==> config.mk <==
export PLATFORM = sky130hd
export DESIGN_NAME = shadow_detect_extrema
export DESIGN_NICKNAME = d
export VERILOG_FILES = /design/src/sv/sde_pkg.sv /design/src/sv/sde_fifo.sv /design/src/sv/sde_front.sv /design/src/sv/sde_back.sv /design/src/sv/shadow_detect_extrema.sv
export SDC_FILE = /design/constraint.sdc
export NUM_CORES = 1
export LEC_CHECK = 0
export ABC_AREA = 0
export BUFFER_PORTS_ARGS = -buffer_cell sky130_fd_sc_hd__buf_2
export CAP_MARGIN = 20
export CORE_UTILIZATION = 40
export CTS_BUF_LIST = sky130_fd_sc_hd__clkbuf_8
export DETAILED_ROUTE_END_ITERATION = 8
export GPL_ROUTABILITY_DRIVEN = 0
export GPL_TIMING_DRIVEN = 0
export PLACE_DENSITY_LB_ADDON = 0.05
export SYNTH_ARGS = -nofsm -noshare
export SYNTH_HDL_FRONTEND = slang
export SYNTH_SLANG_ARGS = --single-unit
==> constraint.sdc <==
create_clock -name clk -period 3.4 [get_ports clk]
set_clock_uncertainty 0.05 [all_clocks]
set_input_delay 0.17 -clock clk [delete_from_list [all_inputs] [get_ports clk]]
set_output_delay 0.17 -clock clk [all_outputs]
set_load 0.005 [all_outputs]
==> src/sv/sde_pkg.sv <==
`timescale 1ns / 1ps
// Package of shared types and constants for the shadow extrema detector.
package sde_pkg;

    localparam int LEVEL_BITS   = 10;
    localparam int CHANNEL_BITS = 4;
    localparam int INDEX_BITS   = 3;
    localparam int THRESH_BITS  = 6;
    localparam int STEP_BITS    = 4;
    localparam int RECIP_BITS   = 12;
    localparam int RECIP_SHIFT  = 16;
    localparam int PROD_BITS    = LEVEL_BITS + RECIP_BITS;

    localparam logic [LEVEL_BITS-1:0]   LEVEL_MAX         = 10'd1023;
    // Ceiling of 2^16 / 26: exact quotient for every 10-bit dividend.
    localparam logic [RECIP_BITS-1:0]   THRESH_RECIP      = 12'd2521;
    localparam logic [CHANNEL_BITS-1:0] CHANNELS_PER_SIDE = 4'd8;
    localparam logic [CHANNEL_BITS-1:0] LAST_CHANNEL      = 4'd15;
    localparam logic [STEP_BITS:0]      STEP_ADD          = 5'd7;
    localparam logic [STEP_BITS:0]      STEP_MOD          = 5'd12;

    localparam logic MODE_MEASURE   = 1'b0;
    localparam logic MODE_CALIBRATE = 1'b1;

    // Classified word passed from the front part to the back part.
    typedef struct packed {
        logic                    mode;
        logic [CHANNEL_BITS-1:0] channel;
        logic [LEVEL_BITS-1:0]   level;
    } task_t;

    // Result word as presented on the output ports.
    typedef struct packed {
        logic [LEVEL_BITS-1:0] level;
        logic                  frame_done;
        logic                  left_found;
        logic [INDEX_BITS-1:0] left_index;
        logic [LEVEL_BITS-1:0] left_min;
        logic                  right_found;
        logic [INDEX_BITS-1:0] right_index;
        logic [LEVEL_BITS-1:0] right_min;
        logic                  step_event;
        logic [STEP_BITS-1:0]  step_value;
    } result_t;

endpackage

==> src/sv/sde_fifo.sv <==
`timescale 1ns / 1ps
// Small register queue used between the parts of the shadow extrema detector.
module sde_fifo #(
    parameter int WIDTH = 16,
    parameter int DEPTH = 2
) (
    input  logic             clk,
    input  logic             rst_n,
    input  logic             push,
    input  logic [WIDTH-1:0] push_data,
    output logic             full,
    input  logic             pop,
    output logic [WIDTH-1:0] pop_data,
    output logic             empty
);
    localparam int PTR_BITS = (DEPTH > 1) ? $clog2(DEPTH) : 1;
    localparam int CNT_BITS = $clog2(DEPTH + 1);
    localparam logic [PTR_BITS-1:0] PTR_LAST = PTR_BITS'(DEPTH - 1);
    localparam logic [CNT_BITS-1:0] CNT_FULL = CNT_BITS'(DEPTH);

    logic [WIDTH-1:0]    mem_reg [DEPTH];
    logic [PTR_BITS-1:0] wr_ptr_reg, wr_ptr_next;
    logic [PTR_BITS-1:0] rd_ptr_reg, rd_ptr_next;
    logic [CNT_BITS-1:0] count_reg, count_next;
    logic                do_push, do_pop;

    assign full     = (count_reg == CNT_FULL);
    assign empty    = (count_reg == '0);
    assign do_push  = push && !full;
    assign do_pop   = pop && !empty;
    assign pop_data = mem_reg[rd_ptr_reg];

    always_comb
    begin
        wr_ptr_next = wr_ptr_reg;
        rd_ptr_next = rd_ptr_reg;
        count_next  = count_reg;
        if (do_push)
        begin
            wr_ptr_next = (wr_ptr_reg == PTR_LAST) ? '0 : wr_ptr_reg + 1'b1;
        end
        if (do_pop)
        begin
            rd_ptr_next = (rd_ptr_reg == PTR_LAST) ? '0 : rd_ptr_reg + 1'b1;
        end
        if (do_push && !do_pop)
        begin
            count_next = count_reg + 1'b1;
        end
        else if (do_pop && !do_push)
        begin
            count_next = count_reg - 1'b1;
        end
    end

    always_ff @(posedge clk or negedge rst_n)
    begin
        if (!rst_n)
        begin
            wr_ptr_reg <= '0;
            rd_ptr_reg <= '0;
            count_reg  <= '0;
        end
        else
        begin
            wr_ptr_reg <= wr_ptr_next;
            rd_ptr_reg <= rd_ptr_next;
            count_reg  <= count_next;
        end
    end

    always_ff @(posedge clk)
    begin
        if (do_push)
        begin
            mem_reg[wr_ptr_reg] <= push_data;
        end
    end

endmodule

==> src/sv/sde_front.sv <==
`timescale 1ns / 1ps
// Front part: holds baselines and thresholds and conditions each incoming sample.
module sde_front (
    input  logic                              clk,
    input  logic                              rst_n,
    input  logic                              accept,
    input  logic                              mode,
    input  logic [sde_pkg::CHANNEL_BITS-1:0]  channel,
    input  logic [sde_pkg::LEVEL_BITS-1:0]    sample,
    output sde_pkg::task_t                    task_word
);
    import sde_pkg::*;

    localparam int NUM_CHANNELS = 2 ** CHANNEL_BITS;

    logic [LEVEL_BITS-1:0]  baseline_reg  [NUM_CHANNELS];
    logic [THRESH_BITS-1:0] threshold_reg [NUM_CHANNELS];
    logic [PROD_BITS-1:0]   product;
    logic [THRESH_BITS-1:0] new_threshold;
    logic signed [LEVEL_BITS:0] diff;
    logic signed [LEVEL_BITS:0] thr_ext;
    logic                   shadowed;

    // Threshold is baseline / 26, done as a reciprocal multiply.
    assign product       = PROD_BITS'(sample) * PROD_BITS'(THRESH_RECIP);
    assign new_threshold = product[RECIP_SHIFT +: THRESH_BITS];

    assign diff     = $signed({1'b0, baseline_reg[channel]}) - $signed({1'b0, sample});
    assign thr_ext  = $signed({{(LEVEL_BITS + 1 - THRESH_BITS){1'b0}}, threshold_reg[channel]});
    assign shadowed = (diff >= thr_ext);

    always_comb
    begin
        task_word.mode    = mode;
        task_word.channel = channel;
        if (mode == MODE_CALIBRATE || shadowed)
        begin
            task_word.level = sample;
        end
        else
        begin
            task_word.level = LEVEL_MAX;
        end
    end

    always_ff @(posedge clk or negedge rst_n)
    begin
        if (!rst_n)
        begin
            for (int i = 0; i < NUM_CHANNELS; i++)
            begin
                baseline_reg[i]  <= '0;
                threshold_reg[i] <= '0;
            end
        end
        else if (accept && mode == MODE_CALIBRATE)
        begin
            baseline_reg[channel]  <= sample;
            threshold_reg[channel] <= new_threshold;
        end
    end

endmodule

==> src/sv/sde_back.sv <==
`timescale 1ns / 1ps
// Back part: running minima per side, frame close and the onset step counter.
module sde_back (
    input  logic               clk,
    input  logic               rst_n,
    input  logic               step,
    input  sde_pkg::task_t     task_word,
    output sde_pkg::result_t   result
);
    import sde_pkg::*;

    logic [LEVEL_BITS-1:0] lmin_reg, lmin_next, lmin_fold;
    logic [INDEX_BITS-1:0] lidx_reg, lidx_next, lidx_fold;
    logic [LEVEL_BITS-1:0] rmin_reg, rmin_next, rmin_fold;
    logic [INDEX_BITS-1:0] ridx_reg, ridx_next, ridx_fold;
    logic [STEP_BITS-1:0]  step_reg, step_next;
    logic                  latch_reg, latch_next;
    logic [STEP_BITS:0]    step_sum;
    logic [CHANNEL_BITS-1:0] right_ch;
    logic                  measure, is_left, close, lf, rf;

    assign measure  = (task_word.mode == MODE_MEASURE);
    assign is_left  = (task_word.channel < CHANNELS_PER_SIDE);
    assign close    = measure && (task_word.channel == LAST_CHANNEL);
    assign right_ch = task_word.channel - CHANNELS_PER_SIDE;
    assign step_sum = {1'b0, step_reg} + STEP_ADD;

    always_comb
    begin
        lmin_fold = lmin_reg;
        lidx_fold = lidx_reg;
        rmin_fold = rmin_reg;
        ridx_fold = ridx_reg;
        if (measure)
        begin
            if (is_left)
            begin
                if (task_word.level < lmin_reg)
                begin
                    lmin_fold = task_word.level;
                    lidx_fold = task_word.channel[INDEX_BITS-1:0];
                end
            end
            else if (task_word.level < rmin_reg)
            begin
                rmin_fold = task_word.level;
                ridx_fold = right_ch[INDEX_BITS-1:0];
            end
        end

        lf = (lmin_fold < LEVEL_MAX);
        rf = (rmin_fold < LEVEL_MAX);

        lmin_next  = lmin_fold;
        lidx_next  = lidx_fold;
        rmin_next  = rmin_fold;
        ridx_next  = ridx_fold;
        step_next  = step_reg;
        latch_next = latch_reg;

        result             = '0;
        result.level       = task_word.level;

        if (close)
        begin
            result.frame_done  = 1'b1;
            result.left_found  = lf;
            result.left_index  = lf ? lidx_fold : '0;
            result.left_min    = lmin_fold;
            result.right_found = rf;
            result.right_index = rf ? ridx_fold : '0;
            result.right_min   = rmin_fold;
            if (latch_reg)
            begin
                if (!lf && !rf)
                begin
                    latch_next = 1'b0;
                end
            end
            else if (lf || rf)
            begin
                step_next = (step_sum >= STEP_MOD) ? STEP_BITS'(step_sum - STEP_MOD)
                                                   : step_sum[STEP_BITS-1:0];
                latch_next        = 1'b1;
                result.step_event = 1'b1;
            end
            lmin_next = LEVEL_MAX;
            lidx_next = '0;
            rmin_next = LEVEL_MAX;
            ridx_next = '0;
        end
        result.step_value = step_next;
    end

    always_ff @(posedge clk or negedge rst_n)
    begin
        if (!rst_n)
        begin
            lmin_reg  <= LEVEL_MAX;
            lidx_reg  <= '0;
            rmin_reg  <= LEVEL_MAX;
            ridx_reg  <= '0;
            step_reg  <= '0;
            latch_reg <= 1'b0;
        end
        else if (step)
        begin
            lmin_reg  <= lmin_next;
            lidx_reg  <= lidx_next;
            rmin_reg  <= rmin_next;
            ridx_reg  <= ridx_next;
            step_reg  <= step_next;
            latch_reg <= latch_next;
        end
    end

    // The step counter stays inside its modulus.
    assert property (@(posedge clk) disable iff (!rst_n)
        step_reg < STEP_MOD[STEP_BITS-1:0])
        else $error("step counter out of range");

    // An onset event only comes with a closed frame.
    assert property (@(posedge clk) disable iff (!rst_n)
        step && result.step_event |-> result.frame_done)
        else $error("step event outside frame close");

    // The left side, when not found, reports the idle minimum and index zero.
    assert property (@(posedge clk) disable iff (!rst_n)
        step && result.frame_done && !result.left_found
        |-> result.left_min == LEVEL_MAX && result.left_index == '0)
        else $error("left side not found but reports a minimum");

    // After a frame closes the running minima start afresh.
    assert property (@(posedge clk) disable iff (!rst_n)
        step && close |=> lmin_reg == LEVEL_MAX && rmin_reg == LEVEL_MAX)
        else $error("running minima not cleared at frame close");

endmodule

==> src/sv/shadow_detect_extrema.sv <==
`timescale 1ns / 1ps
// Top level of the shadow extrema detector for two sides of photodiode channels.
//
// Input channel: a word of (mode, channel, sample) is taken at a rising edge with
// push high and full low. Calibrate words store the channel's baseline and a
// threshold of baseline / 26; measure words are conditioned against them, a sample
// that is not at least the threshold below its baseline becoming 1023.
// Result channel: one word per input word, oldest first, shown while empty is low
// and taken at a rising edge with pop high. The measure word of channel 15 closes
// the frame: it reports each side's minimum and the first channel holding it, and
// steps the onset counter by 7 modulo 12 when the onset latch first sets.
// Flow: a taken word is written into the middle queue, moved by the back part into
// the output queue and shown on the result ports from there. The front part
// conditions the sample in the accepting cycle, the back part folds it into the
// running minima as it leaves the middle queue. One word per cycle is sustained
// while the receiver pops every word and the output queue does not fill.
// When the receiver stops popping, the output queue and then the middle queue fill
// and full rises; no word is lost. Reset clears all baselines and thresholds to
// zero, the running minima to 1023, the step counter and the onset latch.
module shadow_detect_extrema #(
    parameter int QUEUE_DEPTH = 2
) (
    input  logic                              clk,
    input  logic                              rst_n,
    input  logic                              push,
    output logic                              full,
    input  logic                              mode,
    input  logic [sde_pkg::CHANNEL_BITS-1:0]  channel,
    input  logic [sde_pkg::LEVEL_BITS-1:0]    sample,
    input  logic                              pop,
    output logic                              empty,
    output logic [sde_pkg::LEVEL_BITS-1:0]    level,
    output logic                              frame_done,
    output logic                              left_found,
    output logic [sde_pkg::INDEX_BITS-1:0]    left_index,
    output logic [sde_pkg::LEVEL_BITS-1:0]    left_min,
    output logic                              right_found,
    output logic [sde_pkg::INDEX_BITS-1:0]    right_index,
    output logic [sde_pkg::LEVEL_BITS-1:0]    right_min,
    output logic                              step_event,
    output logic [sde_pkg::STEP_BITS-1:0]     step_value
);
    import sde_pkg::*;

    localparam int TASK_BITS   = $bits(task_t);
    localparam int RESULT_BITS = $bits(result_t);

    task_t   front_word;
    task_t   queued_word;
    result_t back_result;
    result_t out_word;

    logic                   in_take;
    logic                   mid_empty;
    logic                   out_full;
    logic                   back_step;
    logic [TASK_BITS-1:0]   mid_data;
    logic [RESULT_BITS-1:0] out_data;

    assign in_take   = push && !full;
    // The back part moves a word whenever one waits and the output queue has room.
    assign back_step = !mid_empty && !out_full;

    sde_front u_front (
        .clk       (clk),
        .rst_n     (rst_n),
        .accept    (in_take),
        .mode      (mode),
        .channel   (channel),
        .sample    (sample),
        .task_word (front_word)
    );

    sde_fifo #(
        .WIDTH (TASK_BITS),
        .DEPTH (QUEUE_DEPTH)
    ) u_mid_queue (
        .clk       (clk),
        .rst_n     (rst_n),
        .push      (in_take),
        .push_data (front_word),
        .full      (full),
        .pop       (back_step),
        .pop_data  (mid_data),
        .empty     (mid_empty)
    );

    assign queued_word = mid_data;

    sde_back u_back (
        .clk       (clk),
        .rst_n     (rst_n),
        .step      (back_step),
        .task_word (queued_word),
        .result    (back_result)
    );

    sde_fifo #(
        .WIDTH (RESULT_BITS),
        .DEPTH (QUEUE_DEPTH)
    ) u_out_queue (
        .clk       (clk),
        .rst_n     (rst_n),
        .push      (back_step),
        .push_data (back_result),
        .full      (out_full),
        .pop       (pop),
        .pop_data  (out_data),
        .empty     (empty)
    );

    assign out_word    = out_data;
    assign level       = out_word.level;
    assign frame_done  = out_word.frame_done;
    assign left_found  = out_word.left_found;
    assign left_index  = out_word.left_index;
    assign left_min    = out_word.left_min;
    assign right_found = out_word.right_found;
    assign right_index = out_word.right_index;
    assign right_min   = out_word.right_min;
    assign step_event  = out_word.step_event;
    assign step_value  = out_word.step_value;

endmodule
**Word-level counts from Yosys, hierarchy flattened**

Memories as Yosys holds them, arrays and structs flattened.
Index checks and enable logic that the tools add are counted.

- Memories: 2
- Word-level logic and storage cells: 156
- Bits in latches: 0
- Output and inout bits: 46
- RAM bits: 118
- Bits in registers: 295
- Bits in read-only memories: 0
- Bits of input ports: 19

Memory list:

| memory | depth | bits a word | rd ports | clocked after memory_dff | write ports | RTL line | text |
|---|---|---|---|---|---|---|---|
| u_out_queue.mem_reg | 2 | 44 | 1 | 0 | 1 | sde_fifo.sv:21 | `logic [WIDTH-1:0] mem_reg [DEPTH];` |
| u_mid_queue.mem_reg | 2 | 15 | 1 | 0 | 1 | sde_fifo.sv:21 |  |

- $add $sub $neg: 12
- Reduce and logical (&&, ||, !) cells: 31
- Magnitude comparators: 9
- Bitwise gates (word level): 2
- Equality and inequality tests: 3
- Divide/modulo/power cells: 0
- Multiply operators: 1
- Shift operators: 0
- Muxes and demuxes: 52

Operators with widths:

| cell | number |
|---|---|
| $bwmux W160 | 1 |
| $mux W10 | 12 |
| $bwmux W96 | 1 |
| $bmux W10 S4 | 1 |
| $demux W10 S4 | 1 |
| $mux W3 | 10 |
| $mux W30 | 1 |
| $bmux W6 S4 | 1 |
| $demux W6 S4 | 1 |
| $mul A10 B12 Y22 const B | 1 |
| $lt A10 B10 Y1 | 2 |
| $lt A10 B10 Y1 const B | 2 |
| $mux W6 | 3 |
| $mux W4 | 4 |
| $logic_and A1 B1 Y1 | 14 |
| $mux W1 | 12 |
| $ge A11 B7 Y1 | 1 |
| $sub A10 B10 Y11 | 1 |
| $logic_not A1 Y1 | 10 |
| $mux W2 | 4 |
| $add A4 B3 Y5 const B | 1 |
| $ge A5 B4 Y1 const B | 1 |
| $ge A5 B5 Y1 const B | 1 |
| $lt A5 B1 Y1 const B | 1 |
| 14 further kinds | 23 |

**Longest topological paths before layout**

Gate-level depths: netlist of the first run.
An unclocked memory read counts as a cell.

- Depth in word-level cells: 10
- Depth in mapped cells: 19
- Gate-level depth less buffers: 17

**Cells and area by module**

From an unflattened synthesis of the first run, not the netlist that was laid out.

- Cell total of the unflattened synthesis: 1796
- Area total of the unflattened synthesis: 21286.7 sq um

Modules (own cells, without submodules):

| module | cells an instance | sequential area each (sq um) | times used | area each (sq um) |
|---|---|---|---|---|
| sde_front | 1281 | 6406.1 | 1 | 13880.8 |
| sde_fifo at u_out_queue | 156 | 2742.6 | 1 | 3572.2 |
| sde_back | 291 | 800.8 | 1 | 2484.9 |
| sde_fifo at u_mid_queue | 66 | 1001.0 | 1 | 1331.3 |
| shadow_detect_extrema | 2 | 0.0 | 1 | 17.5 |

**Worst setup path before layout of the first run**

OpenSTA, ideal clock, no wires.

- Path kind: input to register
- Start: in sample[4] (netlist bit)
- End: reg u_front.threshold_reg[17] (netlist bit)
- Path buffers: 2
- Stages on the path: 19
- Setup slack: -1.459 ns
- Library setup time: 0.138 ns
- Required time: 3.212 ns
- Arrival: 4.671 ns
- Path through: inv_1 clkbuf_1 fa_1 fa_1 inv_1 fa_1 inv_1 fa_1 inv_1 ha_1 ha_1 a21oi_1 o21ai_0 a31oi_1 nand3_1 a31oi_1 xor2_1 clkbuf_1 o21ai_0

- Word-level cells in the longest chain between the ends: 2

RTL lines:

| element | RTL line | text |
|---|---|---|
| from (decl) | shadow_detect_extrema.sv:29 | `input logic [sde_pkg::LEVEL_BITS-1:0] sample,` |
| $mul A10 B12 Y22 | sde_front.sv:25 | `assign product = PROD_BITS'(sample) * PROD_BITS'(THRESH_RECIP);` |
| $bwmux W96 | sde_front.sv:59 | `threshold_reg[channel] <= new_threshold;` |
| to (signal, indexed assignment) | sde_front.sv:59 |  |
| to (decl) | sde_front.sv:17 | `logic [THRESH_BITS-1:0] threshold_reg [NUM_CHANNELS];` |

Every way passes these cells.
A chain may end at the register's enable or synchronous reset.

**Worst setup path in the final report of the first run**

- Start: in sample[3] (netlist bit)
- End: reg u_front.threshold_reg[57] (netlist bit)

Same word-level chain as after synthesis.

==> qor.txt, run 1 <==
Drt drc: 0
Routed vias: 14200
Gr ovfl total: 0
Critical Path RT: 3.85 ns
Layout cell share with drive strength beyond 1: 28.10%
TritonCTS clock tree: yes
I/O pins: 65
Slowest stage cell on the critical path: fa_2
Rel. slew slack: 38.05%
Status: finished, violations left
Clock network power share: 21.1%
Area Overhead vs Synth: 21.26%
Die X: 228.1 um
Worst Path Max Fanout: 5
Final period util: 122.1%
Port bufs: 64
Yosys cell types: 67
Most used DFF post-synth: dfrtp_1
Mean Syn Cell Area: 11.86 sq um
Post-synth EDFFs: 118
Vias in the first global route: 14910
Clk_lat worst skew: 0.64 ns
Setup WS pre-CTS: -2.492 ns
CTS H-Tree Depth: 3
Post-detail-place hpwl: 40.39 mm
Crit-path cells: buf_12, fa_2, inv_2, fa_1, inv_2, fa_2, fa_1, ha_1, ha_1, nand3_2, or4_4, a311o_1, nand3b_1, a21oi_2, xor2_4, buf_6, o21ai_2
Global-route usage over all layers: 23.27%
DIE HEIGHT: 228.1 um
CTS Buf Count: 76
Final WS setup: -0.7513 ns
CP endpoint: u_front.threshold_reg[57]
Total power: 0.02148 W
Crit start category: input port
Clock-pin slew on the worst setup and hold paths: 0.06 ns
# setup viols final: 116
Part of the power in registers: 37.0%
Final Hold Fails: 0
DP Area: 22000 sq um
Initial antenna violation count: 1
Worst R2R End: u_mid_queue.mem_reg[0][2]
Worst hold path class: input port to register
Kind of critical path: input port to register
Cell taking the most area after synthesis: dfrtp_1
CP endpoint kind: register
R2R depth: 14
Synth warnings: 0
Period minus WS final: 4.151 ns
Wire per inst: 22.22 um
Die area: 52030 sq um
Measured slew at the worst slew-check pin: 0.9293 ns
Max reg flops: 160
Routed Antenna Nets: 0
Power per Cell Area: 866.1 nW/um^2
Nets: 2082
First-pass iteration count of the detailed router: 5
Clock Path Buffers: 3
RR Startpoint: u_front.baseline_reg[40]
Layout fillers: 4590
Clock sink total: 413
Post-Syn Instances: 1724
Root Driver: clkbuf_8
# rows: 82
Most frequent cells after synthesis: nand2_1, dfrtp_1, o21ai_0, edfxtp_1, ha_1
First DRT Iteration DRCs: 866
Post-Syn Nets: 1877
Sw Share: 36.09%
Multi-input gate area: 9395 sq um
F_max: 240.9 MHz
RSZ-0062 raised after global routing: true
Int Power: 0.01373 W
Yosys reg bits: 413
Mapped cell area: 20450 sq um
Share of the synthesized area in the top cell type: 33.65%
Pins Over Slew Limit: 0
Worst VDD drop: 547.6 uV
Maxcap violations: 0
CP arrival: 4.60 ns
Failing checks: negative setup slack
First-pass GRT wire length: 90.97 mm
Core area: 50270 sq um
Sequential share of the synthesized area: 53.55%
Sequential cell area: 10950 sq um
Via-to-Cell Ratio: 5.349
Crit-path max cell delay: 0.56 ns
CP startpoint: sample[3]
Final wirelength: 59.00 mm
Largest net degree at the start of global routing: 112
R2R Setup Slk: -0.54 ns
Leakage: 10.77 nW
Count leader, synth: nand2_1
Synth area leaders: dfrtp_1, edfxtp_1, mux4_2, ha_1, o21ai_0
Post-synth ARST share: 71.43%
P_sw: 0.007750 W
Design area: 24800 sq um
Logic pwr share: 41.9%
Starting Density: 40.68%
cell families after synthesis:
family | synth area share [%]
fa+ha+maj | 9.373
buf+inv | 3.959
mux | 13.35
simple gates | 8.792
compound gates | 9.991
xor+xnor | 0.9851
flops | 53.55
power groups by stage:
stage / sequential (W) / clock [W] / combinational (W)
final: 0.00795 / 0.00454 / 0.00899
after global routing: 0.00815 / 0.00487 / 0.00988
after detailed placement: 0.00803 / 0 / 0.00748
after floorplan: 0.00781 / 0 / 0.00516
after global placement: 0.00801 / 0 / 0.00725
after CTS: 0.00794 / 0.00466 / 0.00857
area by class of cell:
class	instances	share of cell area (%)
Sequential cell	413	44.16
Multi-Input combinational cell	1107	37.89
Clock buffer	90	4.995
Timing Repair Buffer	132	4.642
Tap cell	672	3.391
Buffer	102	2.599
Inverter	97	1.524
Clock inverter	41	0.7872
Antenna cell	1	0.01009
critical path: cells and delay by family:
kind            cells  cell delay [ns]
fa+ha+maj           6             2.55
simple gates        3             0.69
compound gates      3             0.51
buf+inv             4             0.38
xor+xnor            1             0.29
repair_timing:
item	in CTS	in global routing
gates resized for setup	149	64
endpoints found under the hold margin	180	0
setup endpoints to repair	173	172
buffers inserted	24	8
pin swaps	44	28
hold buffers	27	0
gates cloned	5	1
per-stage QoR:
stage          TNS [ns]  util [%]  cells  hold WS, ns
6_report         -72.32     49.32   2655      0.04128
5_1_grt          -81.53     49.32   2655      0.05116
4_1_cts          -72.49     48.73   2648     0.005084
3_5_place_dp    -225.05     43.77   2464       0.1664
3_3_place_gp   -1386.87     43.53   2460       0.3273
2_1_floorplan    -90.60         -   1724      -0.1756
worst min-delay path by stage:
stage | from | endpoint | cells after the start | slack, ns
after floorplan | rst_n | u_back.latch_reg | 0 | -0.18
after global placement | channel[2] | u_mid_queue.mem_reg[0][12] | 1 | 0.33
after detailed placement | rst_n | u_back.step_reg[2] | 1 | 0.17
after CTS | sample[8] | u_front.baseline_reg[48] | 4 | 0.005
after global routing | sample[8] | u_front.baseline_reg[88] | 4 | 0.05
final | sample[9] | u_mid_queue.mem_reg[1][9] | 3 | 0.04
cells in the final DEF, fill, tap and decap left out, types with 6 or more instances in the layout:
cell / synthesis / layout
fa_1: 32 / 27
o21ai_1: 2 / 31
clkbuf_8: 0 / 93
clkinv_2: 0 / 6
mux4_2: 80 / 80
buf_6: 1 / 13
o21ai_0: 250 / 169
o21ai_2: 0 / 51
buf_4: 0 / 23
mux2_2: 74 / 71
nor2_1: 74 / 68
nand2_1: 285 / 283
buf_12: 1 / 9
a211oi_1: 21 / 12
clkbuf_2: 1 / 8
buf_8: 0 / 13
a2bb2oi_1: 9 / 9
ha_4: 0 / 9
nand2b_1: 7 / 7
dfstp_2: 20 / 20
inv_1: 96 / 115
dfrtp_1: 275 / 275
a21oi_1: 21 / 14
nand4_1: 11 / 11
ha_1: 102 / 93
o22a_1: 10 / 10
inv_2: 0 / 8
xor2_1: 12 / 7
edfxtp_1: 118 / 118
clkbuf_4: 0 / 6
xnor2_1: 11 / 10
a211oi_2: 1 / 8
nor3_1: 17 / 16
dlygate4sd3_1: 0 / 27
buf_2: 10 / 61
clkbuf_1: 90 / 63
layer usage:
layer  wire [um]  vias up  track usage, %
met5           0        -               0
met4        1974        0           8.578
met3        2122      119           3.988
met2       29750      317           39.80
met1       25160     7222           29.59
li1            -     6544               -
No activity file was read; power rests on OpenSTA's default activity.
==> inputs of run 2 (changes only) <==
--- a/config.mk
+++ b/config.mk
@@ -9,7 +9,7 @@
 export BUFFER_PORTS_ARGS = -buffer_cell sky130_fd_sc_hd__buf_2
 export CAP_MARGIN = 20
 export CORE_UTILIZATION = 40
-export CTS_BUF_LIST = sky130_fd_sc_hd__clkbuf_8
+export CTS_BUF_LIST = sky130_fd_sc_hd__clkbuf_4 sky130_fd_sc_hd__clkbuf_8
 export DETAILED_ROUTE_END_ITERATION = 8
 export GPL_ROUTABILITY_DRIVEN = 0
 export GPL_TIMING_DRIVEN = 0
==> qor.txt, run 2 (same netlist as run 1, synthesis figures left out) <==
Crit-path max cell delay: 0.56 ns (about the same)
Starting Density: 40.68% (unchanged)
Period minus WS final: 4.150 ns (was 4.151 ns)
Power per Cell Area: 883.9 nW/um^2 (was 866.1 nW/um^2)
RSZ-0062 raised after global routing: true (unchanged)
Int Power: 0.01428 W (was 0.01373 W)
Core area: 50270 sq um (unchanged)
Final Hold Fails: 0 (unchanged)
Worst hold path class: input port to register (unchanged)
CP arrival: 4.67 ns (was 4.60 ns)
DIE HEIGHT: 228.1 um (unchanged)
Final WS setup: -0.7495 ns (was -0.7513 ns)
Wire per inst: 22.28 um (was 22.22 um)
Most frequent cells in the layout: nand2_1, dfrtp_1, o21ai_0 (unchanged)
Final wirelength: 59.31 mm (was 59.00 mm)
# rows: 82 (unchanged)
Routed Antenna Nets: 0 (unchanged)
# setup viols final: 116 (unchanged)
Rel. slew slack: 38.27% (was 38.05%)
Part of the power in registers: 35.9% (was 37.0%)
Post-detail-place hpwl: 40.39 mm (unchanged)
Sw Share: 35.54% (was 36.09%)
Crit path max-delay family: adder cells (unchanged)
Pins Over Slew Limit: 0 (unchanged)
Clk_lat worst skew: 0.64 ns (about the same)
First-pass iteration count of the detailed router: 5 (unchanged)
Logic pwr share: 42.2% (was 41.9%)
Clock-pin slew on the worst setup and hold paths: 0.05 ns (was 0.06 ns)
Via-to-Cell Ratio: 5.361 (was 5.349)
Global-route usage over all layers: 23.04% (was 23.27%)
Worst VDD drop: 555.3 uV (was 547.6 uV)
Critical Path RT: 3.92 ns (was 3.85 ns)
Port bufs: 64 (unchanged)
Failing checks: negative setup slack (unchanged)
Clock network power share: 22.0% (was 21.1%)
Kind of critical path: input port to register (unchanged)
Crit-path cells: buf_12, fa_2, inv_2, fa_1, inv_2, fa_2, fa_1, ha_1, ha_1, nand3_2, or4_4, buf_4, buf_6, a31oi_4, o21a_4, nor3_4, nor2_4, buf_12, clkbuf_16, mux2_2 (was buf_12, fa_2, inv_2, fa_1, inv_2, fa_2, fa_1, ha_1, ha_1, nand3_2, or4_4, a311o_1, nand3b_1, a21oi_2, xor2_4, buf_6, o21ai_2)
R2R Setup Slk: -0.59 ns (was -0.54 ns)
Critical path depth in cells: 20 (was 17)
Measured slew at the worst slew-check pin: 0.9260 ns (was 0.9293 ns)
Crit start category: input port (unchanged)
Die area: 52030 sq um (unchanged)
Maxcap violations: 0 (unchanged)
Area Overhead vs Synth: 22.56% (was 21.26%)
Status: finished, violations left (unchanged)
Worst Path Max Fanout: 5 (unchanged)
Layout cell share with drive strength beyond 1: 30.47% (was 28.10%)
Nets: 2089 (was 2082)
Clock sink total: 413 (unchanged)
First-pass GRT wire length: 90.19 mm (was 90.97 mm)
Leakage: 10.82 nW (was 10.77 nW)
Drt drc: 0 (unchanged)
Clock Path Buffers: 3 (unchanged)
CP endpoint kind: register (unchanged)
First DRT Iteration DRCs: 896 (was 866)
R2R depth: 13 (was 14)
Layout fillers: 4560 (was 4590)
Initial antenna violation count: 1 (unchanged)
Setup WS pre-CTS: -2.492 ns (unchanged)
Die X: 228.1 um (unchanged)
Sequential cell area: 10950 sq um (unchanged)
Fin util: 49.86% (was 49.32%)
Commonest non-fill, non-tap cell in the layout: nand2_1 (unchanged)
CTS Buf Count: 76 (unchanged)
CP startpoint: sample[3] (unchanged)
Final period util: 122.0% (was 122.1%)
P_sw: 0.007874 W (was 0.007750 W)
Slowest stage cell on the critical path: fa_2 (unchanged)
I/O pins: 65 (unchanged)
Multi-input gate area: 9460 sq um (was 9395 sq um)
Post-route setup TNS: -76.69 ns (was -72.32 ns)
Routed vias: 14270 (was 14200)
F_max: 241.0 MHz (was 240.9 MHz)
CP endpoint: u_front.threshold_reg[31] (was u_front.threshold_reg[57])
RR Startpoint: u_front.baseline_reg[130] (was u_front.baseline_reg[40])
CTS H-Tree Depth: 3 (unchanged)
Largest net degree at the start of global routing: 112 (unchanged)
Vias in the first global route: 14900 (was 14910)
CP bufs+invs: 7 (was 4)
Gr ovfl total: 0 (unchanged)
Root Driver: clkbuf_8 (unchanged)
Max reg flops: 160 (unchanged)
Worst R2R End: u_mid_queue.mem_reg[0][6] (was u_mid_queue.mem_reg[0][2])
TritonCTS clock tree: yes (unchanged)
==> run 2: worst min-delay path by stage <==
stage	from	endpoint	slack, ns	depth (start not counted)
floorplan	rst_n	u_back.latch_reg	-0.18	0
global placement	channel[2]	u_mid_queue.mem_reg[0][12]	0.33	1
detailed placement	rst_n	u_back.step_reg[2]	0.17	1
CTS	sample[8]	u_front.baseline_reg[48]	0.005	4
global route	sample[8]	u_front.baseline_reg[88]	0.05	4
finish	sample[0]	u_mid_queue.mem_reg[0][0]	0.04	3
==> run 2: layout make-up <==
cell class	count	area share [%]
clock inverters	11	0.3295
flip-flops and latches	413	43.69
well taps	672	3.355
plain buffers	103	2.586
multi-input cells	1107	37.74
clock buffers	120	5.841
diodes	1	0.009984
repair buffers	138	4.937
inverters	97	1.508
==> run 2: through the flow <==
| step | std cells | power, W | cell area (sq um) | hold slack [ns] |
|---|---|---|---|---|
| floorplan | 1724 | 0.01297 | 20720 | -0.1756 |
| global placement | 2460 | 0.01526 | 21880 | 0.3273 |
| detailed placement | 2464 | 0.01551 | 22000 | 0.1664 |
| CTS | 2642 | 0.02129 | 24470 | 0.005084 |
| global route | 2661 | 0.02360 | 25060 | 0.05118 |
| finish | 2662 | 0.02215 | 25060 | 0.04323 |
==> run 2: layer usage <==
metal | GRT usage [%] | part of all wire, % | up-vias
met3 | 3.900 | 3.7 | 119
met1 | 29.30 | 42 | 7293
met2 | 39.43 | 50 | 302
met4 | 8.494 | 3.5 | 0
met5 | 0 | 0 | -
li1 | - | - | 6558
==> run 2: power groups by stage <==
stage	Combinational [W]	Sequential [W]	Clock (W)
after global placement	0.00725	0.00801	0
after floorplan	0.00516	0.00781	0
after CTS	0.00836	0.00794	0.00499
after detailed placement	0.00748	0.00803	0
final	0.00934	0.00795	0.00487
after global routing	0.0102	0.00816	0.00519
==> run 2: tightest hold or removal path, delay by kind of cell <==
kind | cells | cell delay [ns]
AOI/OAI and AO/OA | 1 | 0.07
buffers and inverters | 1 | 0.27
and+or+nand+nor | 1 | 0.11
==> run 2: what timing repair did <==
| item | in CTS | in global routing |
|---|---|---|
| gates cloned | 4 | 3 |
| endpoints found under the setup margin | 173 | 170 |
| hold buffers | 25 | 1 |
| pin swaps | 36 | 38 |
| endpoints found under the hold margin | 176 | 2 |
| gates resized for setup | 127 | 105 |
| setup buffers | 20 | 19 |
